### src/sv/srt_pkg.sv
// srt_pkg: request and status codes, controller commands for sorted_region_table.
// No dependencies.
`default_nettype none
package srt_pkg;
  typedef enum logic [2:0] {
    REQ_INSERT = 3'd0, REQ_REMOVE = 3'd1, REQ_LOOKUP = 3'd2, REQ_OVERLAP = 3'd3,
    REQ_GAP = 3'd4
  } req_e;

  typedef enum logic [2:0] {
    ST_OK = 3'd0, ST_BAD_RANGE = 3'd1, ST_MISALIGNED = 3'd2, ST_PROT = 3'd3,
    ST_OVERLAP = 3'd4, ST_FULL = 3'd5, ST_NOT_FOUND = 3'd6, ST_NO_FIT = 3'd7
  } status_e;

  typedef enum logic [2:0] {
    S_IDLE, S_CHECK, S_SCAN, S_WAIT, S_SHIFT, S_FINISH, S_OUT
  } state_e;

  localparam logic CFG_REGION_CAP = 1'b0;
  localparam logic CFG_CAP_EXEMPT = 1'b1;

  // controller -> datapath
  typedef struct packed {
    logic load;      // capture request
    logic check;     // run up-front checks
    logic rd_start;  // issue read of scan index
    logic step;      // evaluate registered read data
    logic shift;     // move one entry during insert or remove
    logic finish;    // final decision after scan
    logic out_take;  // result consumed
  } cmd_t;

  // datapath -> controller
  typedef struct packed {
    logic check_done;  // early result produced
    logic scan_done;   // scan result decided
    logic need_shift;  // table must be shifted
    logic shift_done;
  } sts_t;
endpackage
`default_nettype wire

### src/sv/srt_ctrl.sv
// srt_ctrl: request sequencer for sorted_region_table.
// Depends on srt_pkg.
`default_nettype none
module srt_ctrl (
  input  wire logic          clk_i,
  input  wire logic          rst_ni,
  input  wire logic          in_valid_i,
  output logic               in_ready_o,
  output logic               out_valid_o,
  input  wire logic          out_ready_i,
  input  wire srt_pkg::sts_t sts_i,
  output srt_pkg::cmd_t      cmd_o
);
  srt_pkg::state_e state_q, state_d;

  always_ff @(posedge clk_i or negedge rst_ni) begin
    if (!rst_ni) state_q <= srt_pkg::S_IDLE;
    else state_q <= state_d;
  end

  always_comb begin
    state_d = state_q;
    cmd_o = '0;
    in_ready_o = 1'b0;
    out_valid_o = 1'b0;
    unique case (state_q)
      srt_pkg::S_IDLE: begin
        in_ready_o = 1'b1;
        if (in_valid_i) begin
          cmd_o.load = 1'b1;
          state_d = srt_pkg::S_CHECK;
        end
      end
      srt_pkg::S_CHECK: begin
        cmd_o.check = 1'b1;
        if (sts_i.check_done) state_d = srt_pkg::S_OUT;
        else begin
          cmd_o.rd_start = 1'b1;
          state_d = srt_pkg::S_WAIT;
        end
      end
      srt_pkg::S_WAIT: state_d = srt_pkg::S_SCAN;
      srt_pkg::S_SCAN: begin
        cmd_o.step = 1'b1;
        if (sts_i.scan_done) state_d = srt_pkg::S_FINISH;
        else begin
          cmd_o.rd_start = 1'b1;
          state_d = srt_pkg::S_WAIT;
        end
      end
      srt_pkg::S_FINISH: begin
        cmd_o.finish = 1'b1;
        state_d = sts_i.need_shift ? srt_pkg::S_SHIFT : srt_pkg::S_OUT;
      end
      srt_pkg::S_SHIFT: begin
        cmd_o.shift = 1'b1;
        if (sts_i.shift_done) state_d = srt_pkg::S_OUT;
      end
      srt_pkg::S_OUT: begin
        out_valid_o = 1'b1;
        if (out_ready_i) begin
          cmd_o.out_take = 1'b1;
          state_d = srt_pkg::S_IDLE;
        end
      end
      default: state_d = srt_pkg::S_IDLE;
    endcase
  end

  a_one_side: assert property (@(posedge clk_i) disable iff (!rst_ni)
    !(in_ready_o && out_valid_o)) else $error("ready and valid together");
  a_out_hold: assert property (@(posedge clk_i) disable iff (!rst_ni)
    out_valid_o && !out_ready_i |=> out_valid_o) else $error("result dropped");
  a_load_go: assert property (@(posedge clk_i) disable iff (!rst_ni)
    cmd_o.load |=> state_q == srt_pkg::S_CHECK) else $error("load lost");
endmodule
`default_nettype wire

### config.mk
export PLATFORM = sky130hd
export DESIGN_NAME = srt_ctrl
export DESIGN_NICKNAME = d
export VERILOG_FILES = /design/src/sv/srt_pkg.sv /design/src/sv/srt_ctrl.sv
export SDC_FILE = /design/constraint.sdc
export NUM_CORES = 1
export LEC_CHECK = 0
export BUFFER_PORTS_ARGS = -buffer_cell sky130_fd_sc_hd__buf_2
export CORE_AREA = 10 10 47 49
export CTS_CLUSTER_SIZE = 12
export DETAILED_ROUTE_END_ITERATION = 8
export DIE_AREA = 0 0 57 59
export SLEW_MARGIN = 20
export SYNTH_ARGS = -nofsm -noshare
export SYNTH_HDL_FRONTEND = slang
export SYNTH_SLANG_ARGS = --single-unit
### constraint.sdc
create_clock -name clk_i -period 3.4 [get_ports clk_i]
set_input_delay 0.34 -clock clk_i [delete_from_list [all_inputs] [get_ports clk_i]]
set_output_delay 0.34 -clock clk_i [all_outputs]
set_load 0.01 [all_outputs]
==> results of run 1 <==
[path summary, 6_finish.rpt]
| kind | startpoint | endpoint | slack [ns] | cells past startpoint |
|---|---|---|---|---|
| min reg2reg | state_q[2] | state_q[0] | 0.69 | 1 |
| max | state_q[1] | cmd_o[4] | 1.52 | 4 |
| min in group asynchronous | rst_ni | state_q[2] | 0.43 | 2 |
| min | out_ready_i | state_q[1] | 0.32 | 2 |
| max in group asynchronous | rst_ni | state_q[1] | 2.87 | 2 |
| max reg2reg | state_q[2] | state_q[2] | 2.18 | 3 |
[final cells by class]
type	instances	area share
Multi-Input combinational cell	25	0.455
Inverter	4	0.0361
Sequential cell	3	0.181
Clock buffer	4	0.0633
Tap cell	16	0.0482
Timing Repair Buffer	17	0.217
[per-layer routing]
metal  up-vias  GRT usage
met4         0     0.0503
met3         2     0.0236
met5         -          0
met2        13     0.0651
li1        157          -
met1       122     0.0573
[cells in the mapped netlist]
| library cell | count |
|---|---|
| a21o_2 | 1 |
| dfrtp_1 | 3 |
| a22oi_1 | 1 |
| buf_6 | 3 |
| or2b_1 | 1 |
| nand3b_1 | 2 |
| and2_1 | 4 |
| o21ai_0 | 1 |
| o21bai_1 | 1 |
| nor2b_4 | 1 |
| nor2_1 | 2 |
| o2bb2ai_1 | 2 |
| a2bb2oi_1 | 1 |
| a21oi_1 | 2 |
| nor3_1 | 1 |
| o31ai_1 | 1 |
| and2b_2 | 1 |
| a22o_1 | 1 |
| nor3b_4 | 1 |
| nor4_1 | 1 |
| inv_1 | 4 |
[power breakdown]
group	switching (mW)	internal, mW	total [mW]
Sequential	0.0562	0.0540	0.110
Combinational	0.0861	0.114	0.200
Clock	0.0191	0.0440	0.0631
Total	0.161	0.212	0.373
[stage by stage]
step	cells	util	setup slack (ns)
after floorplan	35	-	1.98
after global placement	64	0.271	1.78
after detailed placement	64	0.271	1.76
after CTS	69	0.296	1.50
after global routing	69	0.296	1.42
final	69	0.296	1.52
[placed cells by master, fill, tap and decap left out]
master         synthesis  final
nor3_1                 1      1
or2b_1                 1      1
nor4_1                 1      1
nand3b_1               2      2
and2_1                 4      4
a22oi_1                1      1
clkbuf_1               0      1
o21bai_1               1      1
clkbuf_4               0      3
inv_1                  4      4
o21ai_0                1      1
dfrtp_1                3      3
a21o_2                 1      1
nor2b_4                1      1
nor2_1                 2      2
nor3b_4                1      1
a21oi_1                2      2
a2bb2oi_1              1      1
o2bb2ai_1              2      2
buf_2                  0     16
o31ai_1                1      1
dlygate4sd3_1          0      1
and2b_2                1      1
a22o_1                 1      1
[repair_timing]
item / 4_1_cts / 5_1_grt
setup endpoints to repair: 0 / 0
hold buffers: 1 / 0
endpoints found under the hold margin: 3 / 0
[cell families after synthesis]
logic type	after synthesis	synth area share
buffers and inverters	7	0.156
and+or+nand+nor	14	0.344
DFF	3	0.240
AOI/OAI and AO/OA	11	0.260
[critical path, stage by stage (launching register included)]
cell and delay (ns):
dfrtp_1 0.55, and2b_2 0.28, nor2b_4 0.12, a22o_1 0.22
buf_2 0.13
==> flow_summary.toml, run 1 <==
[outcome]
outcome = "finished clean"

[route]
via_per_inst = 4.26
met3_length_microns = 74
wirelength_met1_microns = 383
wire_per_inst_microns = 11.4
antenna_left = 0
drc = 0
drt_iter0_drc = 1
wl_met2_microns = 314
vias = 294
firstDrtPassIters = 2
routed.top_layer = "met4"
wirelength_microns = 788

[worst_hold_path]
min_path_type = "in -> reg"

[place]
dp_hpwl_microns = 629
place_congestion = 0.680
port_buffers = 16
placedInstanceArea_sq_um = 379

[sta]
timing.fmax_ghz = 0.531
rsz0062_at_grt = "false"
finalSetupViolCount = 0
holdWs_ns = 0.321
fin_setup_tns_ns = 0
worst_slew_pin_slew_ns = 0.380
clock_skew_ns = 0.000334
hold_viol = 0
period_share = 0.554
min_period_ns = 1.88
slew_headroom = 0.747
drv_slew = 0

[floorplanning]
io_pins = 17
die_x_microns = 57
initial_utilization = 0.223
num_rows = 14
dieArea_sq_mm = 0.00336
core-area_sq_mm = 0.00140
dieHeight_microns = 59

[synth]
syn_avg_cell_area_sq_um = 8.94
synthesis.area_sq_um = 313
netlist_instances = 35
synth_top_area_frac = 0.240
synth_warnings = 0
yosysTopAreaCell = "dfrtp_1"
synth.distinct_cells = 21
yosysSeqAreaShare = 0.240
synth_area_leaders = "dfrtp_1, buf_6, and2_1"
synth-seq-cells = 3
syn_nets = 43

[grt]
gr-usage-all-layers = 0.0502
grt_first_pass_wirelength_microns = 1320
grt_overflow_total = 0
grt_max_degree = 13
antenna_found_initial = 0
grt_pass1_vias = 326

[worst_setup_path]
cp-start-kind = "flop"
cp.required_ns = 3.06
cp.arrival_ns = 1.54
crit_path_end_kind = "primary output"
crit_fanout = 12
critPathKind = "reg -> out"

[cells_and_area]
final_area_sq_um = 415
seq_area_sq_um = 75.1
fill_cells = 165
area_delta_synth_final_pct = 32.8
reg.largest.list = "state_q (3)"
multiInputGateArea_sq_um = 189
layout-drive-gt1-share = 0.434
largest_reg_flops = 3
largest-register = "state_q"
nets = 62
antenna-diode-count = 0

[clock_network]
cts.clk_slew.worst_paths_ns = 0.04
cts_buffers = 3
clk_path_buf_depth = 2
cts_sinks = 3
root_buffer = "clkbuf_4"
cts_resized = 0
cts_setup_buffers = 0
clkLatencyLatePin_ns = 0.23
h-tree-depth = 1
cts_tree = "done"

[pwr]
power.density_mw_per_mm2 = 898
total_power_mw = 0.373
p_leak_nw = 0.221
peakVddDrop_v = 0.000381

[job]
max_cap_viol_count = 0
(Power assumes the default switching activity.)
==> run 2, diff against run 1 <==
==> constraint.sdc (replaced) <==
create_clock -name clk_i -period 2 [get_ports clk_i]
set_input_delay 0.2 -clock clk_i [delete_from_list [all_inputs] [get_ports clk_i]]
set_output_delay 0.2 -clock clk_i [all_outputs]
set_load 0.01 [all_outputs]
==> flow_summary.toml, run 2 (synthesis gave the netlist of run 1 again) <==
[outcome]
outcome = "finished clean"

[sta]
min_period_ns = 1.74
worst_slew_pin_slew_ns = 0.391
finalSetupViolCount = 0
holdWs_ns = 0.182
slew_headroom = 0.739
setup_slack_ns = 0.257
hold_viol = 0
drv_slew = 0
period_share = 0.871
fin_setup_tns_ns = 0
timing.fmax_ghz = 0.574
rsz0062_at_grt = "false"
clock_skew_ns = 0.000260

[clock_network]
h-tree-depth = 1
cts_resized = 0
cts.clk_slew.worst_paths_ns = 0.04
cts_buffers = 3
clkLatencyLatePin_ns = 0.23
cts_sinks = 3
clk_path_buf_depth = 2
root_buffer = "clkbuf_4"
cts_setup_buffers = 0
cts_tree = "done"

[worst_setup_path]
path_cells = "and2b_2, nor2b_4, a22o_1, buf_2"
crit_path_end_kind = "primary output"
crit_fanout = 12
cp.required_ns = 1.80
crit_family = "flip-flops"
crit_slowest_cell = "dfrtp_1"
cp.arrival_ns = 1.54
critPathKind = "reg -> out"
critical_path_buf_inv_count = 1
cp-start-kind = "flop"
cpPeakStageDelay_ns = 0.55

[grt]
antenna_found_initial = 0
gr-usage-all-layers = 0.0511
grt_first_pass_wirelength_microns = 1350
grt_overflow_total = 0
grt_pass1_vias = 308
grt_max_degree = 13

[place]
dp_hpwl_microns = 629
pre_cts_ws_ns = 0.499
port_buffers = 16
place_congestion = 0.680

[floorplanning]
io_pins = 17
initial_utilization = 0.223
core-area_sq_mm = 0.00140
die_x_microns = 57
dieHeight_microns = 59
dieArea_sq_mm = 0.00336
num_rows = 14

[cells_and_area]
largest_reg_flops = 3
area_delta_synth_final_pct = 32.8
largest-register = "state_q"
layout-drive-gt1-share = 0.434
reg.largest.list = "state_q (3)"
fill_cells = 167
mostFrequentLayoutCells = "buf_2, and2_1, inv_1"
antenna-diode-count = 0
seq_area_sq_um = 75.1
multiInputGateArea_sq_um = 189
final_common_cell = "buf_2"
nets = 62

[job]
max_cap_viol_count = 0

[route]
vias = 300
wire_per_inst_microns = 11.5
via_per_inst = 4.35
firstDrtPassIters = 2
drt_iter0_drc = 2
wirelength_microns = 795
drc = 0
antenna_left = 0

[pwr]
power.density_mw_per_mm2 = 1530
p_leak_nw = 0.221
peakVddDrop_v = 0.000623

[worst_hold_path]
min_path_type = "in -> reg"
==> run 2: cell counts in the layout (fill, tap and decap cells not counted) <==
No cell type changed its count.
==> run 2: final timing paths <==
path	startpoint	endpoint	slack, ns	cells past startpoint
min	out_ready_i	state_q[1]	0.18	2
min in group asynchronous	rst_ni	state_q[1]	0.29	2
max in group asynchronous	rst_ni	state_q[0]	1.61	2
max	state_q[1]	cmd_o[4]	0.26	4
min reg2reg	state_q[2]	state_q[0]	0.70	1
max reg2reg	state_q[2]	state_q[2]	0.78	3
==> run 2: layout make-up <==
cell class | instances | area share
inverters | 4 | 0.0361
multi-input cells | 25 | 0.455
clock buffers | 4 | 0.0633
well taps | 16 | 0.0482
repair buffers | 17 | 0.217
flip-flops and latches | 3 | 0.181
==> run 2: worst register-to-register path, stage by stage, from the launching register on <==
cell,delay (ns)
dfrtp_1,0.57
nor3b_4,0.26
o2bb2ai_1,0.14
a2bb2oi_1,0.18
==> run 2: repair_timing <==
item                                   CTS  global route
hold buffers                             1             0
endpoints found under the hold margin    3             0
setup endpoints to repair                0             0
==> run 2: per-stage QoR <==
| step | util | power (mW) | std cells | cell area (sq um) |
|---|---|---|---|---|
| 2_1_floorplan | - | 0.481 | 35 | 313 |
| 3_3_place_gp | 0.271 | 0.531 | 64 | 379 |
| 3_5_place_dp | 0.271 | 0.535 | 64 | 379 |
| 4_1_cts | 0.296 | 0.651 | 69 | 415 |
| 5_1_grt | 0.296 | 0.701 | 69 | 415 |
| 6_report | 0.296 | 0.635 | 69 | 415 |
==> run 2: routing by layer <==
layer	global-route usage	share of wire
met1	0.0550	0.45
met2	0.0713	0.43
met3	0.0236	0.10
met4	0.0503	0.020
met5	0	0
==> run 2: where the power goes <==
group | leakage [nW] | switching (mW) | total [mW] | internal [mW]
clock network | 0.0150 | 0.0319 | 0.107 | 0.0748
registers | 0.0367 | 0.0974 | 0.189 | 0.0917
logic | 0.170 | 0.146 | 0.339 | 0.193
total | 0.221 | 0.275 | 0.635 | 0.360
==> run 3, diff against run 2 <==
--- a/config.mk
+++ b/config.mk
@@ -6,10 +6,13 @@
 export NUM_CORES = 1
 export LEC_CHECK = 0
 export BUFFER_PORTS_ARGS = -buffer_cell sky130_fd_sc_hd__buf_2
-export CORE_AREA = 10 10 47 49
+export CELL_PAD_IN_SITES_DETAIL_PLACEMENT = 1
+export CELL_PAD_IN_SITES_GLOBAL_PLACEMENT = 2
+export CORE_MARGIN = 10
+export CORE_UTILIZATION = 21
 export CTS_CLUSTER_SIZE = 12
 export DETAILED_ROUTE_END_ITERATION = 8
-export DIE_AREA = 0 0 57 59
+export PLACE_DENSITY_LB_ADDON = 0.1
 export SLEW_MARGIN = 20
 export SYNTH_ARGS = -nofsm -noshare
 export SYNTH_HDL_FRONTEND = slang
==> flow_summary.toml, run 3 (synthesis gave the netlist of run 1 again) <==
[place]
dp_hpwl_microns = 730
place_congestion = 0.698
port_buffers = 16
dp_cells = 63

[sta]
hold_viol = 0
drv_slew = 0
finalSetupViolCount = 0
min_period_ns = 1.76
period_share = 0.880
holdWs_ns = 0.185
rsz0062_at_grt = "false"
fin_setup_tns_ns = 0
slew_headroom = 0.734
timing.fmax_ghz = 0.568
worst_slew_pin_slew_ns = 0.399
clock_skew_ns = 0.00119

[cells_and_area]
fill_cells = 179
reg.largest.list = "state_q (3)"
mostFrequentLayoutCells = "buf_2, and2_1, inv_1"
area_delta_synth_final_pct = 32.4
largest_reg_flops = 3
final-instance-count-excl-fill = 68
seq_area_sq_um = 75.1
largest-register = "state_q"
final_common_cell = "buf_2"
nets = 62
layout-drive-gt1-share = 0.434
antenna-diode-count = 0
multiInputGateArea_sq_um = 189

[job]
max_cap_viol_count = 0

[grt]
grt_pass1_vias = 355
grt_max_degree = 13
antenna_found_initial = 0
grt_first_pass_wirelength_microns = 1550
grt_overflow_total = 0
gr-usage-all-layers = 0.0555

[floorplanning]
die_x_microns = 58.6
io_pins = 17
core-area_sq_mm = 0.00135
initial_utilization = 0.232
dieHeight_microns = 58.6
dieArea_sq_mm = 0.00343
num_rows = 13

[clock_network]
cts_resized = 0
clkLatencyLatePin_ns = 0.23
holdBufCountCts = 1
cts_tree = "done"
clk_path_buf_depth = 2
cts_setup_buffers = 0
cts.clk_slew.worst_paths_ns = 0.04
root_buffer = "clkbuf_4"
cts_sinks = 3
h-tree-depth = 1
cts_buffers = 3

[route]
wirelength_microns = 924
drc = 0
wire_per_inst_microns = 13.6
drt_iter0_drc = 0
vias = 315
firstDrtPassIters = 1
via_per_inst = 4.63
antenna_left = 0

[pwr]
p_leak_nw = 0.221
power.density_mw_per_mm2 = 1550
sw_frac_of_total = 0.441
total_power_mw = 0.644
p_int_mw = 0.360
clkPwrFrac = 0.162
p_switching_mw = 0.284
combPwrFrac = 0.542
peakVddDrop_v = 0.000308
pwr-share-seq = 0.296

[worst_hold_path]
min_path_type = "in -> reg"

[worst_setup_path]
crit_fanout = 12
cp.arrival_ns = 1.56
critPathKind = "reg -> out"
crit_path_end_kind = "primary output"
cp.required_ns = 1.80
cp-start-kind = "flop"

[outcome]
outcome = "finished clean"
[run 3: final cells by class]
type | count | area share
clock buffers | 4 | 0.0634
inverters | 4 | 0.0363
multi-input cells | 25 | 0.456
flip-flops and latches | 3 | 0.181
well taps | 15 | 0.0453
repair buffers | 17 | 0.218
[run 3: routing by layer]
layer / wire, microns / vias to the layer above / GRT usage / share of wire
met3: 73 / 0 / 0.0129 / 0.079
met5: 0 / - / 0 / 0
met4: 0 / 0 / 0.0393 / 0
li1: - / 160 / - / -
met1: 370 / 146 / 0.0613 / 0.40
met2: 480 / 9 / 0.0910 / 0.52
[run 3: metrics by stage]
step,utilization,cell area (sq um),setup slack [ns]
floorplan,-,313,0.722
global placement,0.280,378,0.503
detailed placement,0.280,378,0.467
CTS,0.307,414,0.221
global route,0.307,414,0.149
finish,0.307,414,0.240
[run 3: critical path, stage by stage, from the launching register on]
cell and delay [ns]:
dfrtp_1 0.55, and2b_2 0.29, nor2b_4 0.13, a22o_1 0.23, buf_2 0.13
[run 3: path summary, 6_finish.rpt]
check                           slack [ns]          to  depth (start not counted)        start
worst min-delay path                  0.18  state_q[1]                          2  out_ready_i
worst max-delay path                  0.24    cmd_o[4]                          4   state_q[1]
worst min register to register        0.71  state_q[0]                          1   state_q[2]
worst max register to register        0.73  state_q[1]                          3   state_q[1]
max in group asynchronous             1.61  state_q[0]                          2       rst_ni
min in group asynchronous             0.29  state_q[2]                          2       rst_ni
[run 3: power groups by stage]
stage               clock network (mW)  logic, mW  registers (mW)
global route                     0.116      0.392           0.207
finish                           0.105      0.349           0.191
global placement                     0      0.350           0.192
detailed placement                   0      0.352           0.193
CTS                              0.109      0.361           0.193
floorplan                            0      0.371           0.111
